$ cat config.mk
export PLATFORM = sky130hd
export DESIGN_NAME = scrub_region_table_span_generator_core
export DESIGN_NICKNAME = d
export VERILOG_FILES = /design/src/hw/rtl/srtsg_pkg.sv /design/src/hw/rtl/srtsg_div.sv /design/src/hw/rtl/scrub_region_table_span_generator_core.sv
export SDC_FILE = /design/constraint.sdc
export NUM_CORES = 2
export LEC_CHECK = 0
export ABC_AREA = 1
export BUFFER_PORTS_ARGS = -buffer_cell sky130_fd_sc_hd__buf_4
export CORE_MARGIN = 2
export CORE_UTILIZATION = 50
export DETAILED_ROUTE_END_ITERATION = 7
export HOLD_SLACK_MARGIN = 0.03
export PLACE_DENSITY = 0.66
export SYNTH_ARGS = -nofsm -noshare
export SYNTH_HDL_FRONTEND = slang
export SYNTH_HIERARCHICAL = 1
export SYNTH_SLANG_ARGS = --single-unit
$ cat constraint.sdc
create_clock -name clk -period 40.6 [get_ports clk]
set_input_delay 8.12 -clock clk [delete_from_list [all_inputs] [get_ports clk]]
set_output_delay 8.12 -clock clk [all_outputs]
set_load 0.02 [all_outputs]
$ cat src/hw/rtl/srtsg_pkg.sv
// ----------------------------------------------------------------------------
// srtsg_pkg
// Shared types and constants for the scrub region table span generator.
// ----------------------------------------------------------------------------
package srtsg_pkg;

  localparam int MAX_REGIONS = 16;
  localparam int IDX_W       = $clog2(MAX_REGIONS);
  localparam int CNT_W       = IDX_W + 1;
  localparam int PAGE_W      = 24;
  localparam int SIZE_W      = PAGE_W + 1;
  localparam int SPAN_W      = 24;
  localparam int PERIOD_W    = 32;
  localparam int CFG_IDX_W   = 4;
  localparam int CFG_DATA_W  = 32;
  localparam int DIV_STEPS   = PERIOD_W;
  localparam int DIV_CNT_W   = $clog2(DIV_STEPS);

  localparam logic [SIZE_W-1:0]   PAGE_LIMIT     = SIZE_W'(1) << PAGE_W;
  localparam logic [SPAN_W-1:0]   SPAN_RESET     = SPAN_W'((8 * 1024 * 1024) / 4096);
  localparam logic [PERIOD_W-1:0] PERIOD_RESET   = PERIOD_W'(12 * 60 * 60);
  localparam logic [CNT_W-1:0]    TABLE_FULL_CNT = CNT_W'(MAX_REGIONS);

  // operation codes
  typedef enum logic [1:0] {
    FN_ADD  = 2'd0,
    FN_DEL  = 2'd1,
    FN_NEXT = 2'd2,
    FN_NONE = 2'd3
  } func_t;

  // result status codes
  typedef enum logic [1:0] {
    ST_OK    = 2'd0,
    ST_CLASH = 2'd1,
    ST_FULL  = 2'd2,
    ST_EMPTY = 2'd3
  } status_t;

  // configuration register indexes
  localparam logic [CFG_IDX_W-1:0] CFG_SPAN   = CFG_IDX_W'(0);
  localparam logic [CFG_IDX_W-1:0] CFG_PERIOD = CFG_IDX_W'(1);

  // sequencer states
  typedef enum logic [3:0] {
    S_IDLE,
    S_DECODE,
    S_ADD_SCAN,
    S_ADD_NEXT,
    S_DEL_SCAN,
    S_NXT_SCAN,
    S_NXT_WRAP,
    S_DIV_Q,
    S_DIV_I,
    S_SHIFT_UP,
    S_SHIFT_DOWN
  } state_t;

  // divider handshake
  typedef struct packed {
    logic                start;
    logic [PERIOD_W-1:0] dividend;
    logic [SIZE_W-1:0]   divisor;
  } div_req_t;

  typedef struct packed {
    logic                done;
    logic [PERIOD_W-1:0] quotient;
  } div_rsp_t;

endpackage

$ cat src/hw/rtl/srtsg_div.sv
// ----------------------------------------------------------------------------
// srtsg_div
// Restoring divider, one quotient bit per cycle, done pulse after the last.
// ----------------------------------------------------------------------------
module srtsg_div import srtsg_pkg::*; (
  input  logic     clk,
  input  logic     rst_n,
  input  div_req_t req,
  output div_rsp_t rsp
);

  logic                 busy_r, busy_nxt;
  logic                 done_r, done_nxt;
  logic [DIV_CNT_W-1:0] cnt_r, cnt_nxt;
  logic [SIZE_W-1:0]    rem_r, rem_nxt;
  logic [PERIOD_W-1:0]  quo_r, quo_nxt;
  logic [SIZE_W-1:0]    dvs_r, dvs_nxt;
  logic [SIZE_W:0]      trial;
  logic                 ge;

  // one shift and subtract step
  assign trial = {rem_r, quo_r[PERIOD_W-1]};
  assign ge    = trial >= {1'b0, dvs_r};

  always_comb begin
    busy_nxt = busy_r;
    done_nxt = 1'b0;
    cnt_nxt  = cnt_r;
    rem_nxt  = rem_r;
    quo_nxt  = quo_r;
    dvs_nxt  = dvs_r;
    if (busy_r) begin
      rem_nxt = ge ? SIZE_W'(trial - {1'b0, dvs_r}) : trial[SIZE_W-1:0];
      quo_nxt = {quo_r[PERIOD_W-2:0], ge};
      cnt_nxt = cnt_r + DIV_CNT_W'(1);
      if (cnt_r == DIV_CNT_W'(DIV_STEPS - 1)) begin
        busy_nxt = 1'b0;
        done_nxt = 1'b1;
      end
    end else if (req.start) begin
      busy_nxt = 1'b1;
      cnt_nxt  = '0;
      rem_nxt  = '0;
      quo_nxt  = req.dividend;
      dvs_nxt  = req.divisor;
    end
  end

  always_ff @(posedge clk) begin
    if (!rst_n) begin
      busy_r <= 1'b0;
      done_r <= 1'b0;
      cnt_r  <= '0;
    end else begin
      busy_r <= busy_nxt;
      done_r <= done_nxt;
      cnt_r  <= cnt_nxt;
    end
    rem_r <= rem_nxt;
    quo_r <= quo_nxt;
    dvs_r <= dvs_nxt;
  end

  assign rsp.done     = done_r;
  assign rsp.quotient = quo_r;

endmodule

$ cat src/hw/rtl/scrub_region_table_span_generator_core.sv
// ----------------------------------------------------------------------------
// scrub_region_table_span_generator_core
// Sorted table of scrub page ranges with add, delete and next-span commands.
// ----------------------------------------------------------------------------
// A command is taken when start is high and busy is low. Busy then stays high
// until its single result is shown on the out_ ports for one cycle, marked by
// out_valid, which the receiver must take as it comes. The table is walked
// one entry a cycle through a single read port, and inserts and removals move
// entries one a cycle. A next-span request walks the table and, when the total
// exceeds a nonzero span, runs the divider twice: once for the number of spans
// in the table and once for the period over that number. Configuration writes
// are always taken and should only be made while busy is low.
module scrub_region_table_span_generator_core import srtsg_pkg::*; (
  input  logic                  clk,
  input  logic                  rst_n,
  // command transfer
  input  logic                  start,
  output logic                  busy,
  input  logic [1:0]            in_func,
  input  logic [PAGE_W-1:0]     in_page_number,
  input  logic [PAGE_W-1:0]     in_page_count,
  // result transfer
  output logic                  out_valid,
  output logic [1:0]            out_status,
  output logic [PAGE_W-1:0]     out_span_start,
  output logic [SPAN_W-1:0]     out_span_page_count,
  output logic                  out_list_end,
  output logic [PERIOD_W-1:0]   out_interval_seconds,
  // configuration transfer
  input  logic                  cfg_valid,
  output logic                  cfg_ready,
  input  logic [CFG_IDX_W-1:0]  cfg_index,
  input  logic [CFG_DATA_W-1:0] cfg_data
);

  state_t state_r, state_nxt;

  logic [SPAN_W-1:0]   span_r;
  logic [PERIOD_W-1:0] period_r;
  logic [CNT_W-1:0]    count_r, count_nxt;
  logic [SIZE_W-1:0]   total_r, total_nxt;
  logic [SIZE_W-1:0]   cursor_r, cursor_nxt;

  logic [1:0]          func_r, func_nxt;
  logic [PAGE_W-1:0]   p_r, p_nxt;
  logic [PAGE_W-1:0]   n_r, n_nxt;
  logic [SIZE_W-1:0]   pend_r, pend_nxt;
  logic [CNT_W-1:0]    idx_r, idx_nxt;
  logic [CNT_W-1:0]    j_r, j_nxt;
  logic [CNT_W-1:0]    ins_r, ins_nxt;
  logic [PAGE_W-1:0]   ins_start_r, ins_start_nxt;
  logic [SIZE_W-1:0]   ins_size_r, ins_size_nxt;
  logic [PAGE_W-1:0]   cur_start_r, cur_start_nxt;
  logic [SIZE_W-1:0]   cur_size_r, cur_size_nxt;

  logic                out_valid_r, out_valid_nxt;
  logic [1:0]          status_r, status_nxt;
  logic [PAGE_W-1:0]   res_start_r, res_start_nxt;
  logic [SPAN_W-1:0]   res_cnt_r, res_cnt_nxt;
  logic                res_fin_r, res_fin_nxt;
  logic [PERIOD_W-1:0] res_ival_r, res_ival_nxt;

  // region table storage
  logic [PAGE_W-1:0]   tbl_start_r [MAX_REGIONS];
  logic [SIZE_W-1:0]   tbl_size_r  [MAX_REGIONS];
  logic                tbl_we;
  logic [IDX_W-1:0]    tbl_waddr;
  logic [PAGE_W-1:0]   tbl_wstart;
  logic [SIZE_W-1:0]   tbl_wsize;
  logic [CNT_W-1:0]    rsel;
  logic [IDX_W-1:0]    raddr;
  logic [PAGE_W-1:0]   rd_start;
  logic [SIZE_W-1:0]   rd_size;
  logic [SIZE_W-1:0]   rd_end;

  // span clip terms
  logic [SIZE_W-1:0]   cval;
  logic [CNT_W-1:0]    fin_idx;
  logic [SIZE_W-1:0]   rem;
  logic [SPAN_W-1:0]   clip_cnt;
  logic [SIZE_W-1:0]   clip_stop;

  div_req_t div_req;
  div_rsp_t div_rsp;

  srtsg_div u_div (
    .clk  (clk),
    .rst_n(rst_n),
    .req  (div_req),
    .rsp  (div_rsp)
  );

  // single read port of the table
  always_comb begin
    unique case (state_r)
      S_ADD_NEXT:   rsel = idx_r + CNT_W'(1);
      S_SHIFT_DOWN: rsel = j_r + CNT_W'(1);
      S_SHIFT_UP:   rsel = j_r - CNT_W'(1);
      S_NXT_WRAP:   rsel = '0;
      default:      rsel = idx_r;
    endcase
  end

  assign raddr    = rsel[IDX_W-1:0];
  assign rd_start = tbl_start_r[raddr];
  assign rd_size  = tbl_size_r[raddr];
  assign rd_end   = {1'b0, rd_start} + rd_size;

  // clip the span to the end of the selected range
  always_comb begin
    if (state_r == S_NXT_WRAP) begin
      cval    = {1'b0, rd_start};
      fin_idx = '0;
    end else begin
      cval    = (cursor_r < {1'b0, rd_start}) ? {1'b0, rd_start} : cursor_r;
      fin_idx = idx_r;
    end
    rem       = rd_end - cval;
    clip_cnt  = ({1'b0, span_r} < rem) ? span_r : rem[SPAN_W-1:0];
    clip_stop = cval + {1'b0, clip_cnt};
  end

  // sequencer
  always_comb begin
    state_nxt     = state_r;
    count_nxt     = count_r;
    total_nxt     = total_r;
    cursor_nxt    = cursor_r;
    func_nxt      = func_r;
    p_nxt         = p_r;
    n_nxt         = n_r;
    pend_nxt      = pend_r;
    idx_nxt       = idx_r;
    j_nxt         = j_r;
    ins_nxt       = ins_r;
    ins_start_nxt = ins_start_r;
    ins_size_nxt  = ins_size_r;
    cur_start_nxt = cur_start_r;
    cur_size_nxt  = cur_size_r;
    out_valid_nxt = 1'b0;
    status_nxt    = status_r;
    res_start_nxt = res_start_r;
    res_cnt_nxt   = res_cnt_r;
    res_fin_nxt   = res_fin_r;
    res_ival_nxt  = res_ival_r;
    tbl_we        = 1'b0;
    tbl_waddr     = raddr;
    tbl_wstart    = rd_start;
    tbl_wsize     = rd_size;
    div_req.start    = 1'b0;
    div_req.dividend = {{(PERIOD_W-SIZE_W){1'b0}}, total_r};
    div_req.divisor  = {1'b0, span_r};

    unique case (state_r)
      S_IDLE: begin
        if (start) begin
          func_nxt  = in_func;
          p_nxt     = in_page_number;
          n_nxt     = in_page_count;
          pend_nxt  = {1'b0, in_page_number} + {1'b0, in_page_count};
          idx_nxt   = '0;
          state_nxt = S_DECODE;
        end
      end

      S_DECODE: begin
        status_nxt    = ST_OK;
        res_start_nxt = '0;
        res_cnt_nxt   = '0;
        res_fin_nxt   = 1'b0;
        res_ival_nxt  = '0;
        unique case (func_t'(func_r))
          FN_ADD: begin
            if (n_r == '0) begin
              out_valid_nxt = 1'b1;
              state_nxt     = S_IDLE;
            end else if (pend_r > PAGE_LIMIT) begin
              status_nxt    = ST_CLASH;
              out_valid_nxt = 1'b1;
              state_nxt     = S_IDLE;
            end else begin
              state_nxt = S_ADD_SCAN;
            end
          end
          FN_DEL:  state_nxt = S_DEL_SCAN;
          FN_NEXT: begin
            if (count_r == '0) begin
              status_nxt    = ST_EMPTY;
              out_valid_nxt = 1'b1;
              state_nxt     = S_IDLE;
            end else begin
              state_nxt = S_NXT_SCAN;
            end
          end
          default: begin
            out_valid_nxt = 1'b1;
            state_nxt     = S_IDLE;
          end
        endcase
      end

      // find the first range whose end is not below the new start
      S_ADD_SCAN: begin
        if (idx_r == count_r) begin
          if (count_r == TABLE_FULL_CNT) begin
            status_nxt    = ST_FULL;
            out_valid_nxt = 1'b1;
            state_nxt     = S_IDLE;
          end else begin
            ins_nxt       = idx_r;
            ins_start_nxt = p_r;
            ins_size_nxt  = {1'b0, n_r};
            j_nxt         = count_r;
            total_nxt     = total_r + {1'b0, n_r};
            state_nxt     = S_SHIFT_UP;
          end
        end else if ({1'b0, p_r} > rd_end) begin
          idx_nxt = idx_r + CNT_W'(1);
        end else if (pend_r == {1'b0, rd_start}) begin
          tbl_we        = 1'b1;
          tbl_wstart    = p_r;
          tbl_wsize     = rd_size + {1'b0, n_r};
          total_nxt     = total_r + {1'b0, n_r};
          out_valid_nxt = 1'b1;
          state_nxt     = S_IDLE;
        end else if ({1'b0, p_r} == rd_end) begin
          cur_start_nxt = rd_start;
          cur_size_nxt  = rd_size;
          state_nxt     = S_ADD_NEXT;
        end else if (pend_r > {1'b0, rd_start}) begin
          status_nxt    = ST_CLASH;
          out_valid_nxt = 1'b1;
          state_nxt     = S_IDLE;
        end else if (count_r == TABLE_FULL_CNT) begin
          status_nxt    = ST_FULL;
          out_valid_nxt = 1'b1;
          state_nxt     = S_IDLE;
        end else begin
          ins_nxt       = idx_r;
          ins_start_nxt = p_r;
          ins_size_nxt  = {1'b0, n_r};
          j_nxt         = count_r;
          total_nxt     = total_r + {1'b0, n_r};
          state_nxt     = S_SHIFT_UP;
        end
      end

      // append to a range, checking and maybe joining the following one
      S_ADD_NEXT: begin
        tbl_waddr  = idx_r[IDX_W-1:0];
        tbl_wstart = cur_start_r;
        tbl_wsize  = cur_size_r + {1'b0, n_r};
        if (idx_r + CNT_W'(1) < count_r && pend_r > {1'b0, rd_start}) begin
          status_nxt    = ST_CLASH;
          out_valid_nxt = 1'b1;
          state_nxt     = S_IDLE;
        end else if (idx_r + CNT_W'(1) < count_r && pend_r == {1'b0, rd_start}) begin
          tbl_we    = 1'b1;
          tbl_wsize = cur_size_r + {1'b0, n_r} + rd_size;
          total_nxt = total_r + {1'b0, n_r};
          j_nxt     = idx_r + CNT_W'(1);
          state_nxt = S_SHIFT_DOWN;
        end else begin
          tbl_we        = 1'b1;
          total_nxt     = total_r + {1'b0, n_r};
          out_valid_nxt = 1'b1;
          state_nxt     = S_IDLE;
        end
      end

      // find the range holding the first page, then trim, drop or split
      S_DEL_SCAN: begin
        if (idx_r == count_r) begin
          status_nxt    = ST_CLASH;
          out_valid_nxt = 1'b1;
          state_nxt     = S_IDLE;
        end else if (p_r >= rd_start && {1'b0, p_r} < rd_end) begin
          if (pend_r > rd_end) begin
            status_nxt    = ST_CLASH;
            out_valid_nxt = 1'b1;
            state_nxt     = S_IDLE;
          end else if (n_r == '0) begin
            out_valid_nxt = 1'b1;
            state_nxt     = S_IDLE;
          end else if (p_r == rd_start) begin
            total_nxt = total_r - {1'b0, n_r};
            if ({1'b0, n_r} == rd_size) begin
              j_nxt     = idx_r;
              state_nxt = S_SHIFT_DOWN;
            end else begin
              tbl_we        = 1'b1;
              tbl_wstart    = rd_start + n_r;
              tbl_wsize     = rd_size - {1'b0, n_r};
              out_valid_nxt = 1'b1;
              state_nxt     = S_IDLE;
            end
          end else if (pend_r == rd_end) begin
            tbl_we        = 1'b1;
            tbl_wsize     = rd_size - {1'b0, n_r};
            total_nxt     = total_r - {1'b0, n_r};
            out_valid_nxt = 1'b1;
            state_nxt     = S_IDLE;
          end else if (count_r == TABLE_FULL_CNT) begin
            status_nxt    = ST_FULL;
            out_valid_nxt = 1'b1;
            state_nxt     = S_IDLE;
          end else begin
            tbl_we        = 1'b1;
            tbl_wsize     = {1'b0, p_r - rd_start};
            total_nxt     = total_r - {1'b0, n_r};
            ins_nxt       = idx_r + CNT_W'(1);
            ins_start_nxt = pend_r[PAGE_W-1:0];
            ins_size_nxt  = rd_end - pend_r;
            j_nxt         = count_r;
            state_nxt     = S_SHIFT_UP;
          end
        end else begin
          idx_nxt = idx_r + CNT_W'(1);
        end
      end

      // find the range at or after the cursor, wrap to the first one
      S_NXT_SCAN, S_NXT_WRAP: begin
        if (state_r == S_NXT_SCAN && idx_r == count_r) begin
          state_nxt = S_NXT_WRAP;
        end else if (state_r == S_NXT_SCAN && cursor_r >= rd_end) begin
          idx_nxt = idx_r + CNT_W'(1);
        end else begin
          res_start_nxt = cval[PAGE_W-1:0];
          res_cnt_nxt   = clip_cnt;
          res_fin_nxt   = (fin_idx + CNT_W'(1) == count_r) && (clip_stop == rd_end);
          cursor_nxt    = clip_stop;
          if (total_r <= {1'b0, span_r} || span_r == '0) begin
            res_ival_nxt  = period_r;
            out_valid_nxt = 1'b1;
            state_nxt     = S_IDLE;
          end else begin
            div_req.start = 1'b1;
            state_nxt     = S_DIV_Q;
          end
        end
      end

      // spans in the table, then period over spans
      S_DIV_Q: begin
        div_req.dividend = period_r;
        div_req.divisor  = div_rsp.quotient[SIZE_W-1:0];
        if (div_rsp.done) begin
          div_req.start = 1'b1;
          state_nxt     = S_DIV_I;
        end
      end

      S_DIV_I: begin
        if (div_rsp.done) begin
          res_ival_nxt  = div_rsp.quotient;
          out_valid_nxt = 1'b1;
          state_nxt     = S_IDLE;
        end
      end

      // open a gap at the insert slot, one entry a cycle from the top
      S_SHIFT_UP: begin
        tbl_we    = 1'b1;
        tbl_waddr = j_r[IDX_W-1:0];
        if (j_r > ins_r) begin
          j_nxt = j_r - CNT_W'(1);
        end else begin
          tbl_wstart    = ins_start_r;
          tbl_wsize     = ins_size_r;
          count_nxt     = count_r + CNT_W'(1);
          out_valid_nxt = 1'b1;
          state_nxt     = S_IDLE;
        end
      end

      // close the gap of a removed entry, one entry a cycle
      S_SHIFT_DOWN: begin
        tbl_waddr = j_r[IDX_W-1:0];
        if (j_r + CNT_W'(1) < count_r) begin
          tbl_we = 1'b1;
          j_nxt  = j_r + CNT_W'(1);
        end else begin
          count_nxt     = count_r - CNT_W'(1);
          out_valid_nxt = 1'b1;
          state_nxt     = S_IDLE;
        end
      end

      default: state_nxt = S_IDLE;
    endcase
  end

  // control state
  always_ff @(posedge clk) begin
    if (!rst_n) begin
      state_r     <= S_IDLE;
      count_r     <= '0;
      total_r     <= '0;
      cursor_r    <= '0;
      out_valid_r <= 1'b0;
    end else begin
      state_r     <= state_nxt;
      count_r     <= count_nxt;
      total_r     <= total_nxt;
      cursor_r    <= cursor_nxt;
      out_valid_r <= out_valid_nxt;
    end
  end

  // working and result registers
  always_ff @(posedge clk) begin
    func_r      <= func_nxt;
    p_r         <= p_nxt;
    n_r         <= n_nxt;
    pend_r      <= pend_nxt;
    idx_r       <= idx_nxt;
    j_r         <= j_nxt;
    ins_r       <= ins_nxt;
    ins_start_r <= ins_start_nxt;
    ins_size_r  <= ins_size_nxt;
    cur_start_r <= cur_start_nxt;
    cur_size_r  <= cur_size_nxt;
    status_r    <= status_nxt;
    res_start_r <= res_start_nxt;
    res_cnt_r   <= res_cnt_nxt;
    res_fin_r   <= res_fin_nxt;
    res_ival_r  <= res_ival_nxt;
  end

  // table write port
  always_ff @(posedge clk) begin
    if (tbl_we) begin
      tbl_start_r[tbl_waddr] <= tbl_wstart;
      tbl_size_r[tbl_waddr]  <= tbl_wsize;
    end
  end

  // configuration registers
  always_ff @(posedge clk) begin
    if (!rst_n) begin
      span_r   <= SPAN_RESET;
      period_r <= PERIOD_RESET;
    end else if (cfg_valid) begin
      if (cfg_index == CFG_SPAN) begin
        span_r <= cfg_data[SPAN_W-1:0];
      end else if (cfg_index == CFG_PERIOD) begin
        period_r <= cfg_data[PERIOD_W-1:0];
      end
    end
  end

  assign cfg_ready            = 1'b1;
  assign busy                 = (state_r != S_IDLE);
  assign out_valid            = out_valid_r;
  assign out_status           = status_r;
  assign out_span_start       = res_start_r;
  assign out_span_page_count  = res_cnt_r;
  assign out_list_end         = res_fin_r;
  assign out_interval_seconds = res_ival_r;

endmodule

==> flow_summary.ini <==
[floorplanning]
floorplan.initialDensity = 0.504
design.die.area_um2 = 148000
die_w_um = 385
ios = 176
number_of_standard_cell_rows_in_the_floorplan = 139
floorplan.die.height_um = 385
coreArea_um2 = 144000

[global_routing]
groute.layer.met2.usage = 0.534
antenna_found_initial = 9
grt_first_pass_wirelength_mm = 376
grt_max_degree = 163
grt_util_met3 = 0.0612
gr-max-usage-layer = met2
vias_in_the_first_global_route = 56800
met1_usage = 0.478
globalRouteTotalUtil = 0.345
grt_overflow_total = 0

[logic_synthesis]
synth_area_leaders = sky130_fd_sc_hd__edfxtp_1 47%, sky130_fd_sc_hd__ha_1 8.6%, sky130_fd_sc_hd__nand2_1 6.2%
synth.cells.most_frequent = 1204 x sky130_fd_sc_hd__nand2_1, 1137 x sky130_fd_sc_hd__edfxtp_1, 862 x sky130_fd_sc_hd__o21ai_0
synthesized_instance_count = 7783
synth.yosys.warnings = 6
synth.yosys.seq_area_share = 0.505
netlist-cell-type-count = 82
yosys.cell_count.top_type = sky130_fd_sc_hd__nand2_1
postSynthRegisterBits = 1260
syn-num-nets = 8384
synth.top_cell.area_share = 0.471
async_reset_ff_frac = 0
syn_area_um2 = 72500
synth_edf_count = 1137
synth_top_flop_cell = sky130_fd_sc_hd__edfxtp_1
synth.largest_area_cell = sky130_fd_sc_hd__edfxtp_1
syn_area_per_cell_um2 = 9.32

[worst_hold_path]
worstHoldEndpoint = period_r[29]
hold-path-cell-count = 2
min_path_type = flop to flop
hp-start = period_r[29]

[outcome]
violations_in_the_final_reports = DRC
run_status = finished, violations left

[setup_path]
worstRegToRegCells = 67
timing_worst_setup_path_type = flop to flop
rr_endpoint = out_list_end
ff2ff_setup_slack_ns = 25.23
timing.critical_path.slowest_stage_cell = sky130_fd_sc_hd__buf_4
cp-start-kind = flop
crit_arrival_ns = 16.01
worstSetupEndpointType = flop
critical-path-top-cell-by-count = sky130_fd_sc_hd__nand2_1
worst_ep_required_time_ns = 41.25
timing.critical_path.slowest_cell_delay_ns = 0.77
setup.worst_path.start = state_r[1]
worstPathMaxFanout = 145
rr_startpoint = state_r[1]

[clock_tree]
cts_htree_levels = 4
cts_sinks = 1260
tritoncts = yes
cts_post_setup_buffers_inserted = 0
cts_root_buffer_type = sky130_fd_sc_hd__clkbuf_16
cts_made_buffers = 139
post_cts_resized = 0
clock_tree.buffer_depth = 3
clkSlewWorstSetupHoldPaths_ns = 0.06
worstSkewPairLatency_ns = 0.82
cts_hold_buffers_added = 0

[detailed_routing]
drc_errors = 6
detail_route.first_pass.iterations = 8
route.vias.total = 60900
avgRoutedWirePerCell_um = 26.1
antenna_violating_nets_post_route = 0
route.final.wire_length_mm = 260
viasPerCell = 6.11
drt_iter0_markers = 7059

[layout]
finalNonFillerCells = 9958
fraction_of_final_layout_cells_with_drive_strength_greater_than_1 = 0.0828
final_design_area_no_fill_um2 = 80900
syn_to_final_growth_pct = 11.6
finalNetCount = 8539

[timing]
max_slew.worst_pin.slew_ns = 1.33
max_slew_margin = 0.115
setup_viol = 0
hold_ws_ns = 0.477
layout_worst_path_cycle_share = 0.379
grt_setup_unrepaired = false
timing.final.max_slew_violations = 0
tns_ns = 0
final_hold_violation_count = 0
final_period_minus_worst_setup_slack_ns = 15.37
skew_ns = 0.0410
achievable-frequency_mhz = 65.1

[placement]
gp_routability_congestion = 1.02
place.port_buffers = 174
placed_area_um2 = 76400
place.detailed.hpwl_mm = 187
placed_cells = 9699

[run]
max-cap-violations = 0
==> sequential cells by signal (all words and copies together) (netlist names), 25 cells and up <==
name and count:
cur_size_r 25, cursor_r 25, ins_size_r 25, out_interval_seconds 32, pend_r 25, period_r 32, tbl_size_r 400, tbl_start_r 384
total_r 25, u_div/dvs_r 25, u_div/quo_r 32, u_div/rem_r 25
==> stage by stage <==
step / setup slack (ns) / util
4_1_cts: 25.68 / 0.563
6_report: 25.23 / 0.563
5_1_grt: 24.12 / 0.563
3_5_place_dp: 25.73 / 0.531
2_1_floorplan: 24.31 / -
3_3_place_gp: 26.10 / 0.531
==> cell usage in the layout, fill, tap and decap left out, types with 141 or more instances in the layout <==
| cell | n |
|---|---|
| sky130_fd_sc_hd__inv_1 | 795 |
| sky130_fd_sc_hd__clkbuf_16 | 141 |
| sky130_fd_sc_hd__xor2_1 | 181 |
| sky130_fd_sc_hd__o21ai_0 | 858 |
| sky130_fd_sc_hd__nand3_1 | 301 |
| sky130_fd_sc_hd__edfxtp_1 | 1137 |
| sky130_fd_sc_hd__buf_4 | 321 |
| sky130_fd_sc_hd__nor2_1 | 732 |
| sky130_fd_sc_hd__ha_1 | 497 |
| sky130_fd_sc_hd__a21oi_1 | 577 |
| sky130_fd_sc_hd__nand2_1 | 1202 |
==> worst max path at each step <==
stage                              end  slack, ns  cells after the start
after floorplan               ins_r[0]      24.31                     49
after global placement    out_list_end      26.10                     64
after detailed placement  out_list_end      25.73                     67
after CTS                 out_list_end      25.68                     67
after global routing      out_list_end      24.12                     76
final                     out_list_end      25.23                     67
==> per-layer routing <==
metal | vias up | share of wire
met1 | 29500 | 0.42
met2 | 2944 | 0.45
li1 | 27900 | -
met3 | 566 | 0.090
met4 | 6 | 0.045
met5 | - | 0.00017
==> logic make-up after synthesis <==
family | Yosys count | synth area share
simple gates | 2504 | 0.144
compound gates | 2111 | 0.170
flops | 1260 | 0.505
buf+inv | 1138 | 0.0599
fa+ha+maj | 511 | 0.0896
xor+xnor | 257 | 0.0315
other cells | 1 | 0.0000517
mux | 1 | 0.000138
==> final cells by class <==
class,instances,area (µm²)
fill,12700,62900
sequential,1260,36600
multi-input combinational,5385,31800
clock buffer,169,3670
inverter,829,3130
timing repair buffer,323,2450
tap,1903,2380
clock inverter,87,878
antenna,2,5.00
==> worst max-delay path, delay by kind of cell, from the launching register on <==
family | cells | cell delay (ns)
fa+ha+maj | 5 | 1.40
compound gates | 21 | 4.61
flops | 1 | 0.43
simple gates | 26 | 3.80
buf+inv | 12 | 3.67
xor+xnor | 3 | 0.99
Power is left out: the tool's default activity adds up to more than one toggle a clock period on the data nets, which glitch-free logic cannot reach.
